--- config.mk ---
export PLATFORM = sky130hd
export DESIGN_NAME = i2c_master_bit_engine
export DESIGN_NICKNAME = d
export VERILOG_FILES = /design/src/rtl/i2cm_pkg.sv /design/src/rtl/i2cm_in_stage.sv /design/src/rtl/i2cm_seq.sv /design/src/rtl/i2c_master_bit_engine.sv
export SDC_FILE = /design/constraint.sdc
export NUM_CORES = 1
export LEC_CHECK = 0
export BUFFER_PORTS_ARGS = -buffer_cell sky130_fd_sc_hd__buf_2
export CAP_MARGIN = 30
export CELL_PAD_IN_SITES_DETAIL_PLACEMENT = 1
export CELL_PAD_IN_SITES_GLOBAL_PLACEMENT = 1
export CORE_MARGIN = 2
export CORE_UTILIZATION = 44
export CTS_BUF_LIST = sky130_fd_sc_hd__clkbuf_4 sky130_fd_sc_hd__clkbuf_8
export DETAILED_ROUTE_END_ITERATION = 8
export PLACE_DENSITY = 0.84
export SLEW_MARGIN = 25
export SYNTH_ARGS = -nofsm -noshare
export SYNTH_HDL_FRONTEND = slang
export SYNTH_SLANG_ARGS = --single-unit
--- constraint.sdc ---
create_clock -name clk_i -period 3.4 [get_ports clk_i]
set_clock_uncertainty 0.15 [all_clocks]
set_input_delay 0.34 -clock clk_i [delete_from_list [all_inputs] [get_ports clk_i]]
set_output_delay 0.34 -clock clk_i [all_outputs]
set_load 0.05 [all_outputs]
--- src/rtl/i2cm_pkg.sv ---
// ----------------------------------------------------------------------------
// i2cm_pkg
// Shared types and codes of the I2C master bit engine.
// ----------------------------------------------------------------------------
package i2cm_pkg;

  localparam int unsigned SetupW = 8;
  localparam int unsigned HalfW  = 10;

  localparam logic [2:0] OP_NONE  = 3'd0;
  localparam logic [2:0] OP_START = 3'd1;
  localparam logic [2:0] OP_WRITE = 3'd2;
  localparam logic [2:0] OP_READ  = 3'd3;
  localparam logic [2:0] OP_STOP  = 3'd4;

  localparam logic CFG_SETUP = 1'b0;
  localparam logic CFG_HALF  = 1'b1;

  typedef struct packed {
    logic [2:0] opcode;
    logic [6:0] target_address;
    logic       read_direction;
    logic [7:0] data_byte;
    logic       send_ack;
    logic       scl_in;
    logic       sda_in;
  } item_t;

  typedef struct packed {
    logic       scl_release;
    logic       sda_release;
    logic       busy_res;
    logic       done_res;
    logic       acked;
    logic [7:0] read_byte;
  } result_t;

endpackage

--- src/rtl/i2cm_in_stage.sv ---
// ----------------------------------------------------------------------------
// i2cm_in_stage
// Input register of the engine: holds one item until the sequencer takes it.
// ----------------------------------------------------------------------------
module i2cm_in_stage import i2cm_pkg::*; (
  input  logic  clk_i,
  input  logic  rst_ni,
  input  logic  in_valid_i,
  output logic  in_stall_o,
  input  item_t item_i,
  input  logic  take_i,
  output logic  valid_o,
  output item_t item_o
);

  logic  valid_q;
  item_t item_q;

  assign in_stall_o = valid_q && !take_i;
  assign valid_o    = valid_q;
  assign item_o     = item_q;

  always_ff @(posedge clk_i or negedge rst_ni) begin
    if (!rst_ni) begin
      valid_q <= 1'b0;
    end else if (in_valid_i && !in_stall_o) begin
      valid_q <= 1'b1;
    end else if (take_i) begin
      valid_q <= 1'b0;
    end
  end

  always_ff @(posedge clk_i) begin
    if (in_valid_i && !in_stall_o) begin
      item_q <= item_i;
    end
  end

endmodule

--- src/rtl/i2cm_seq.sv ---
// ----------------------------------------------------------------------------
// i2cm_seq
// Bus sequencer: one tick of the start/bit/stop state machine per item.
// ----------------------------------------------------------------------------
module i2cm_seq import i2cm_pkg::*; (
  input  logic              clk_i,
  input  logic              rst_ni,
  input  logic              step_i,
  input  item_t             item_i,
  input  logic [SetupW-1:0] setup_ticks_i,
  input  logic [HalfW-1:0]  half_period_ticks_i,
  output result_t           res_o
);

  typedef enum logic [4:0] {
    PH_IDLE, PH_START_REL, PH_START_SDA, PH_START_SCL,
    PH_W_SETUP, PH_W_HIGH, PH_W_LOW,
    PH_R_SETUP, PH_R_HIGH, PH_R_LOW,
    PH_STOP_LOW, PH_STOP_SCL, PH_STOP_REL
  } phase_e;

  phase_e           phase_q, phase_d;
  logic [3:0]       bit_count_q, bit_count_d;
  logic [7:0]       shift_q, shift_d;
  logic [HalfW-1:0] wait_q, wait_d;
  logic             scl_q, scl_d, sda_q, sda_d;
  logic             ack_level_q, ack_level_d;
  logic [7:0]       captured_q, captured_d;
  logic             ack_seen_q, ack_seen_d;
  logic             done;
  logic [HalfW-1:0] delay;
  logic [3:0]       bit_next;
  logic [7:0]       shift_next;

  always_comb begin
    phase_d     = phase_q;
    bit_count_d = bit_count_q;
    shift_d     = shift_q;
    wait_d      = wait_q;
    scl_d       = scl_q;
    sda_d       = sda_q;
    ack_level_d = ack_level_q;
    captured_d  = captured_q;
    ack_seen_d  = ack_seen_q;
    done        = 1'b0;
    bit_next    = bit_count_q + 4'd1;
    shift_next  = {shift_q[6:0], 1'b0};
    if (phase_q == PH_W_SETUP || phase_q == PH_R_SETUP) begin
      delay = {{(HalfW-SetupW){1'b0}}, setup_ticks_i};
    end else begin
      delay = half_period_ticks_i;
    end

    if (phase_q == PH_IDLE) begin
      bit_count_d = 4'd0;
      wait_d      = '0;
      case (item_i.opcode)
        OP_START: begin
          shift_d = {item_i.target_address, item_i.read_direction};
          phase_d = PH_START_REL;
          scl_d   = 1'b1;
          sda_d   = 1'b1;
        end
        OP_WRITE: begin
          shift_d = item_i.data_byte;
          phase_d = PH_W_SETUP;
          scl_d   = 1'b0;
          sda_d   = item_i.data_byte[7];
        end
        OP_READ: begin
          shift_d     = 8'd0;
          ack_level_d = item_i.send_ack;
          phase_d     = PH_R_SETUP;
          scl_d       = 1'b0;
          sda_d       = 1'b1;
        end
        OP_STOP: begin
          phase_d = PH_STOP_LOW;
          scl_d   = 1'b0;
          sda_d   = 1'b0;
        end
        default: begin
          wait_d = wait_q;
        end
      endcase
    end else if (scl_q && !item_i.scl_in) begin
      wait_d = wait_q;
    end else if (wait_q < delay) begin
      wait_d = wait_q + HalfW'(1);
    end else begin
      wait_d = '0;
      case (phase_q)
        PH_START_REL: begin
          if (item_i.scl_in && item_i.sda_in) begin
            phase_d = PH_START_SDA;
            scl_d   = 1'b1;
            sda_d   = 1'b0;
          end else begin
            wait_d = wait_q;
          end
        end
        PH_START_SDA: begin
          phase_d = PH_START_SCL;
          scl_d   = 1'b0;
          sda_d   = 1'b0;
        end
        PH_START_SCL: begin
          bit_count_d = 4'd0;
          phase_d     = PH_W_SETUP;
          scl_d       = 1'b0;
          sda_d       = shift_q[7];
        end
        PH_W_SETUP: begin
          phase_d = PH_W_HIGH;
          scl_d   = 1'b1;
        end
        PH_R_SETUP: begin
          phase_d = PH_R_HIGH;
          scl_d   = 1'b1;
        end
        PH_W_HIGH: begin
          if (bit_count_q[3]) begin
            ack_seen_d = !item_i.sda_in;
          end
          phase_d = PH_W_LOW;
          scl_d   = 1'b0;
        end
        PH_R_HIGH: begin
          if (!bit_count_q[3]) begin
            shift_d = {shift_q[6:0], item_i.sda_in};
          end
          phase_d = PH_R_LOW;
          scl_d   = 1'b0;
        end
        PH_W_LOW: begin
          if (bit_count_q[3]) begin
            phase_d = PH_IDLE;
            done    = 1'b1;
          end else begin
            shift_d     = shift_next;
            bit_count_d = bit_next;
            phase_d     = PH_W_SETUP;
            scl_d       = 1'b0;
            sda_d       = bit_next[3] ? 1'b1 : shift_next[7];
          end
        end
        PH_R_LOW: begin
          if (bit_count_q[3]) begin
            captured_d = shift_q;
            phase_d    = PH_IDLE;
            done       = 1'b1;
          end else begin
            bit_count_d = bit_next;
            phase_d     = PH_R_SETUP;
            scl_d       = 1'b0;
            sda_d       = bit_next[3] ? !ack_level_q : 1'b1;
          end
        end
        PH_STOP_LOW: begin
          phase_d = PH_STOP_SCL;
          scl_d   = 1'b1;
          sda_d   = 1'b0;
        end
        PH_STOP_SCL: begin
          phase_d = PH_STOP_REL;
          scl_d   = 1'b1;
          sda_d   = 1'b1;
        end
        PH_STOP_REL: begin
          phase_d = PH_IDLE;
          done    = 1'b1;
        end
        default: begin
          phase_d = PH_IDLE;
        end
      endcase
    end
  end

  assign res_o.scl_release = scl_d;
  assign res_o.sda_release = sda_d;
  assign res_o.busy_res    = (phase_d != PH_IDLE);
  assign res_o.done_res    = done;
  assign res_o.acked       = ack_seen_d;
  assign res_o.read_byte   = captured_d;

  always_ff @(posedge clk_i or negedge rst_ni) begin
    if (!rst_ni) begin
      phase_q     <= PH_IDLE;
      bit_count_q <= 4'd0;
      shift_q     <= 8'd0;
      wait_q      <= '0;
      scl_q       <= 1'b1;
      sda_q       <= 1'b1;
      ack_level_q <= 1'b0;
      captured_q  <= 8'd0;
      ack_seen_q  <= 1'b0;
    end else if (step_i) begin
      phase_q     <= phase_d;
      bit_count_q <= bit_count_d;
      shift_q     <= shift_d;
      wait_q      <= wait_d;
      scl_q       <= scl_d;
      sda_q       <= sda_d;
      ack_level_q <= ack_level_d;
      captured_q  <= captured_d;
      ack_seen_q  <= ack_seen_d;
    end
  end

endmodule

--- src/rtl/i2c_master_bit_engine.sv ---
// An accepted item passes from the input register through the sequencer into the output register.
// Throughput: one item per cycle while the result side does not stall.
// The input register takes a new item while a finished result waits, if it holds none.
// Reset: sequencer bus lines released, engine idle, setup 1 tick, half period 5 ticks,
// no item or result held.
// ----------------------------------------------------------------------------
// i2c_master_bit_engine
// Single-master I2C bit engine with 7-bit addressing and clock stretching.
// ----------------------------------------------------------------------------
module i2c_master_bit_engine import i2cm_pkg::*; (
  input  logic             clk_i,
  input  logic             rst_ni,
  input  logic             cfg_valid_i,
  output logic             cfg_ready_o,
  input  logic             cfg_index_i,
  input  logic [HalfW-1:0] cfg_data_i,
  input  logic             in_valid_i,
  output logic             in_stall_o,
  input  logic [2:0]       opcode_i,
  input  logic [6:0]       target_address_i,
  input  logic             read_direction_i,
  input  logic [7:0]       data_byte_i,
  input  logic             send_ack_i,
  input  logic             scl_in_i,
  input  logic             sda_in_i,
  output logic             out_valid_o,
  input  logic             out_stall_i,
  output logic             scl_release_o,
  output logic             sda_release_o,
  output logic             busy_res_o,
  output logic             done_res_o,
  output logic             acked_o,
  output logic [7:0]       read_byte_o
);

  logic [SetupW-1:0] setup_q;
  logic [HalfW-1:0]  half_q;
  item_t             in_item;
  item_t             s1_item;
  logic              s1_valid;
  logic              take;
  result_t           res;
  result_t           out_q;
  logic              out_valid_q;

  assign cfg_ready_o = 1'b1;

  always_ff @(posedge clk_i or negedge rst_ni) begin
    if (!rst_ni) begin
      setup_q <= SetupW'(1);
      half_q  <= HalfW'(5);
    end else if (cfg_valid_i && cfg_ready_o) begin
      case (cfg_index_i)
        CFG_SETUP: setup_q <= cfg_data_i[SetupW-1:0];
        CFG_HALF:  half_q  <= cfg_data_i;
        default:   half_q  <= half_q;
      endcase
    end
  end

  assign in_item.opcode         = opcode_i;
  assign in_item.target_address = target_address_i;
  assign in_item.read_direction = read_direction_i;
  assign in_item.data_byte      = data_byte_i;
  assign in_item.send_ack       = send_ack_i;
  assign in_item.scl_in         = scl_in_i;
  assign in_item.sda_in         = sda_in_i;

  assign take = s1_valid && (!out_valid_q || !out_stall_i);

  i2cm_in_stage u_in_stage (
    .clk_i      (clk_i),
    .rst_ni     (rst_ni),
    .in_valid_i (in_valid_i),
    .in_stall_o (in_stall_o),
    .item_i     (in_item),
    .take_i     (take),
    .valid_o    (s1_valid),
    .item_o     (s1_item)
  );

  i2cm_seq u_seq (
    .clk_i               (clk_i),
    .rst_ni              (rst_ni),
    .step_i              (take),
    .item_i              (s1_item),
    .setup_ticks_i       (setup_q),
    .half_period_ticks_i (half_q),
    .res_o               (res)
  );

  always_ff @(posedge clk_i or negedge rst_ni) begin
    if (!rst_ni) begin
      out_valid_q <= 1'b0;
    end else if (take) begin
      out_valid_q <= 1'b1;
    end else if (!out_stall_i) begin
      out_valid_q <= 1'b0;
    end
  end

  always_ff @(posedge clk_i) begin
    if (take) begin
      out_q <= res;
    end
  end

  assign out_valid_o   = out_valid_q;
  assign scl_release_o = out_q.scl_release;
  assign sda_release_o = out_q.sda_release;
  assign busy_res_o    = out_q.busy_res;
  assign done_res_o    = out_q.done_res;
  assign acked_o       = out_q.acked;
  assign read_byte_o   = out_q.read_byte;

endmodule

# Word-level counts from Yosys, hierarchy flattened
# Cells that the tools add are included.
dict set report totals {
  wordCells 150
  output_inout_bits 16
  register_bits 94
  in_bits 38
}
dict set report classes {
  bitwise_logic 1
  n_addsub 2
  n_mux 60
  n_lt_le_gt_ge 1
  n_eq_ne 25
  reduce_logical 34
}
# operator count
set ops {}
lappend ops {{$mux W8} 10}
lappend ops {{$mux W10} 7}
lappend ops {{$pmux W5 S11} 1}
lappend ops {{$eq A5 B4 Y1 const B} 5}
lappend ops {{$pmux W8 S3} 1}
lappend ops {{$mux W1} 23}
lappend ops {{$eq A5 B3 Y1 const B} 4}
lappend ops {{$mux W5} 4}
lappend ops {{$pmux W5 S4} 1}
lappend ops {{$mux W4} 4}
lappend ops {{$pmux W8 S2} 1}
lappend ops {{$reduce_or A4 Y1} 3}
lappend ops {{$add A10 B1 Y10 const B} 1}
lappend ops {{$eq A5 B2 Y1 const B} 2}
lappend ops {{$lt A10 B10 Y1} 1}
lappend ops {{$ne A3 B3 Y1 const B} 3}
lappend ops {{$pmux W4 S2} 1}
lappend ops {{$reduce_and A4 Y1} 2}
lappend ops {{$logic_not A1 Y1} 7}
lappend ops {{$reduce_and A7 Y1} 1}
lappend ops {{$eq A3 B2 Y1 const B} 2}
lappend ops {{$mux W3} 2}
lappend ops {{$ne A2 B1 Y1 const B} 3}
lappend ops {{$pmux W1 S6} 1}
lappend ops {{22 further kinds} 33}

# Depth between registers and ports, before layout
dict set report depth {
  ltp_word 8
  ltp_mapped 14
  mapped_depth_nobuf 10
}

# Hierarchy
# A second synthesis with hierarchy kept.
dict set report hier_totals {
  hier_cells 448
  hier_area_um2 5074.9
}
# module area_each_um2 seq_area_each_um2 instances cells_per_inst
set modules_own_cells {}
lappend modules_own_cells {i2cm_seq 3204.3 978.4 1 364}
lappend modules_own_cells {i2c_master_bit_engine 1152.4 869.6 1 57}
lappend modules_own_cells {i2cm_in_stage 718.2 685.7 1 27}

# Worst setup path before layout
# No wires, ideal clock.
dict set report synth_timing {
  path_kind {reg2reg}
  start {register u_seq.phase_q[0]}
  end {register out_q, in the netlist read_byte_o[0], data pin}
  path_stages_with_launch 12
  synth_period_minus_slack_ns 3.396
  t_required_ns 2.990
  setup_ns 0.260
  n_path_buf 2
  slack_ns 0.004
  arrival_ns 2.987
  cell_sequence {dfrtp_1 buf_6 xnor2_2 and2_1 buf_6 mux2i_1 ha_1 and4_1 nor3b_1 o211ai_4 a2111oi_4 mux2_2}
}
# element line
set synth_rtl {}
lappend synth_rtl {{start, declared} i2cm_seq.sv:22} ;# phase_e phase_q, phase_d;
lappend synth_rtl {{start signal, assigned} i2cm_seq.sv:199} ;# phase_q <= phase_d;
lappend synth_rtl {{end signal, assigned} i2c_master_bit_engine.sv:104} ;# out_q <= res;
lappend synth_rtl {{end, declared} i2c_master_bit_engine.sv:43} ;# result_t out_q;

==> out/metrics.cfg <==
[placed_design]
post-place-ws_ns=-0.264
gp_congestion=0.887
placed_cell_area_um2=5420
dp_hpwl_um=9170
dp.cells=637
io_buffers=52

[synthesis]
ys_ff_latch=94
ys_types=55
synthTopCellsByArea=dfrtp_1, edfxtp_1, mux2_2
synth.top_cells.by_count=dfrtp_1, mux2_2, edfxtp_1
yosysMostFrequentCell=dfrtp_1
synth-edff-count=35
syn_avg_cell_area_um2=11.0
synthFlopType=dfrtp_1
syn_nets=500
synth_top_area_cell=dfrtp_1
synth_area_um2=4950
synth.yosys.warnings=0
yosysSeqAreaShare=0.512
syn_inst=450
ys_async_sr_fraction=0.628
synth_top_area_share=0.273

[floorplanning]
rows=38
core_area_um2=10900
die_area_um2=12100
pin_count=54
die_y_um=110
start_util=0.454
die_x_um=110

[drt]
final_antenna_net_count=0
first_pass_iters=4
viasPerCell=5.77
wire_per_inst_um=19.9
vias=3942
initialDrtViolationCount=250
drc=0
drt_wl_total_um=13600

[cells_and_area]
fin_util=0.552
multiInputGateArea_um2=2300
n_antenna_cell=0
regArea_um2=2530
post-route-cell-area_um2=6010
nets=588
final_cells=683
area_growth_pct=21.5
drive_above_1_share=0.313
fill_cells=1181

[min_path]
hp-class=input port to flop
hold_start=in_valid_i

[timing]
setup-tns-final_ns=0
min_period_ns=3.27
slew_headroom=0.504
finalWorstSetupSlack_ns=0.131
finalMaxSlewViolations=0
grt_setup_unrepaired=yes
setup_violations=0
final_hold_viol_count=0
worst_pin_slew_ns=0.742
max_freq_mhz=306
fin_crit_sh=0.962

[global_routing]
grt_max_degree=25
grt_pass1_wl_um=21600
grt.total_usage=0.236
antenna_found_initial=0
overflow=0
grt_pass1_vias=4289

[clock_network]
cts_buffer_depth=2
clock-root-buffer=clkbuf_8
clock_latency_ns=0.38
tritoncts=yes
clkTransAtPathRegs_ns=0.09
numCtsBuffers=9
htree_levels=3
cts_sinks=94

[setup_path]
cp_num_buf_inv=3
worstPathRequired_ns=3.38
crit_fanout=7
timing.critical_path.mode_cell=buf_4
start_kind=flop
crit_slowest_cell=a2111oi_4
end_kind=flop
r2r-start=u_seq.phase_q[3]
path_cells=nor3b_2 > and2_4 > buf_4 > mux2i_2 > ha_1 > nand2_1 > o21ai_2 > a21oi_2 > buf_4 > a2111oi_4 > buf_4 > mux2_2
r2r_slack_ns=0.13
critPathLaunch=u_seq.phase_q[3]
critical_path.top_delay_family=compound AO/OA/AOI/OAI gates
cp_data_arrival_time_ns=3.25
critPathKind=flop to flop
cp_slowest_stage_delay_ns=0.42

[power]
power_density_nw_per_um2=685
power_leakage_nw=2.51
ir_worst_vdd_mv=0.329

[outcome]
outcome=finished, final reports clean

[flow_run]
drv_cap=0

[final cells by class]
cell class / instances / area share
Clock buffer: 11 / 0.0231
Clock inverter: 5 / 0.00999
Inverter: 21 / 0.0131
Multi-Input combinational cell: 311 / 0.383
Sequential cell: 94 / 0.422
Tap cell: 140 / 0.0291
Timing Repair Buffer: 101 / 0.120
[sequential cells by signal, indices dropped and copies added, names as in the netlist, 4 cells and up]
register / flops
u_in_stage.item_o: 22
half_q: 10
setup_q: 8
u_seq.wait_q: 10
u_seq.bit_count_q: 4
read_byte_o: 8
u_seq.shift_q: 8
u_seq.phase_q: 5
u_seq.captured_q: 8
[through the flow]
step           hold slack [ns]  total power, mW
4_1_cts                 0.0128             3.97
2_1_floorplan           -0.106             2.70
5_1_grt                 0.0276             4.36
6_report                0.0140             4.12
3_5_place_dp             0.230             3.18
3_3_place_gp             0.317             3.06
[cell usage in the layout, fill, tap and decap left out, types with 5 or more instances in the layout]
master,netlist,final
nand2_1,34,34
inv_1,18,18
buf_4,2,22
edfxtp_1,35,35
buf_2,3,52
a21oi_1,28,25
nand2b_1,5,5
nand3_1,13,12
nor3b_1,9,8
mux2i_1,14,11
nor2b_1,7,7
o22ai_1,10,10
o2bb2ai_1,5,5
dfrtp_1,54,54
o21ai_0,31,29
mux2_2,43,43
dfstp_2,5,5
nor3_1,8,8
clkbuf_8,0,9
nand4_1,9,9
a211oi_1,13,11
nor2_1,20,20
dlygate4sd3_1,0,23
ha_1,12,12
[logic make-up after synthesis]
| kind of cell | synth area share |
|---|---|
| xor gates and xnor gates | 0.00329 |
| and+or+nand+nor | 0.136 |
| other | 0.000758 |
| DFF | 0.512 |
| AOI/OAI and AO/OA | 0.150 |
| adders and majority gates | 0.0303 |
| buffers and inverters | 0.0410 |
| muxes | 0.126 |
[final timing paths]
check                                      endpoint  cells past startpoint
worst min register to register  u_seq.captured_q[2]                      1
max in group asynchronous          u_seq.shift_q[6]                      4
worst min-delay path             u_in_stage.valid_o                      2
min in group asynchronous                 half_q[6]                      2
worst max register to register       read_byte_o[6]                     12
worst max-delay path                 read_byte_o[6]                     12
[per-layer routing]
layer / GRT usage / vias to the layer above / share of wire
met5: 0 / - / 0
met4: 0.108 / 0 / 0.029
met3: 0.0406 / 32 / 0.044
met2: 0.404 / 112 / 0.52
met1: 0.291 / 1963 / 0.41
li1: - / 1835 / -
[what timing repair did]
item                                    CTS  global route
hold endpoints to repair                 41             0
buffers inserted                          0             4
pin swaps                                 1             9
resized for setup                         2            23
cloned                                    0             2
endpoints found under the setup margin   47            46
hold buffers                             23             0
[power breakdown]
part           total, mW  internal [mW]  switching, mW  leakage (nW)
combinational       1.74          0.697           1.04          1.34
sequential          1.60           1.41          0.199          1.08
clock              0.772          0.360          0.412         0.101
(Power assumes the default switching activity.)
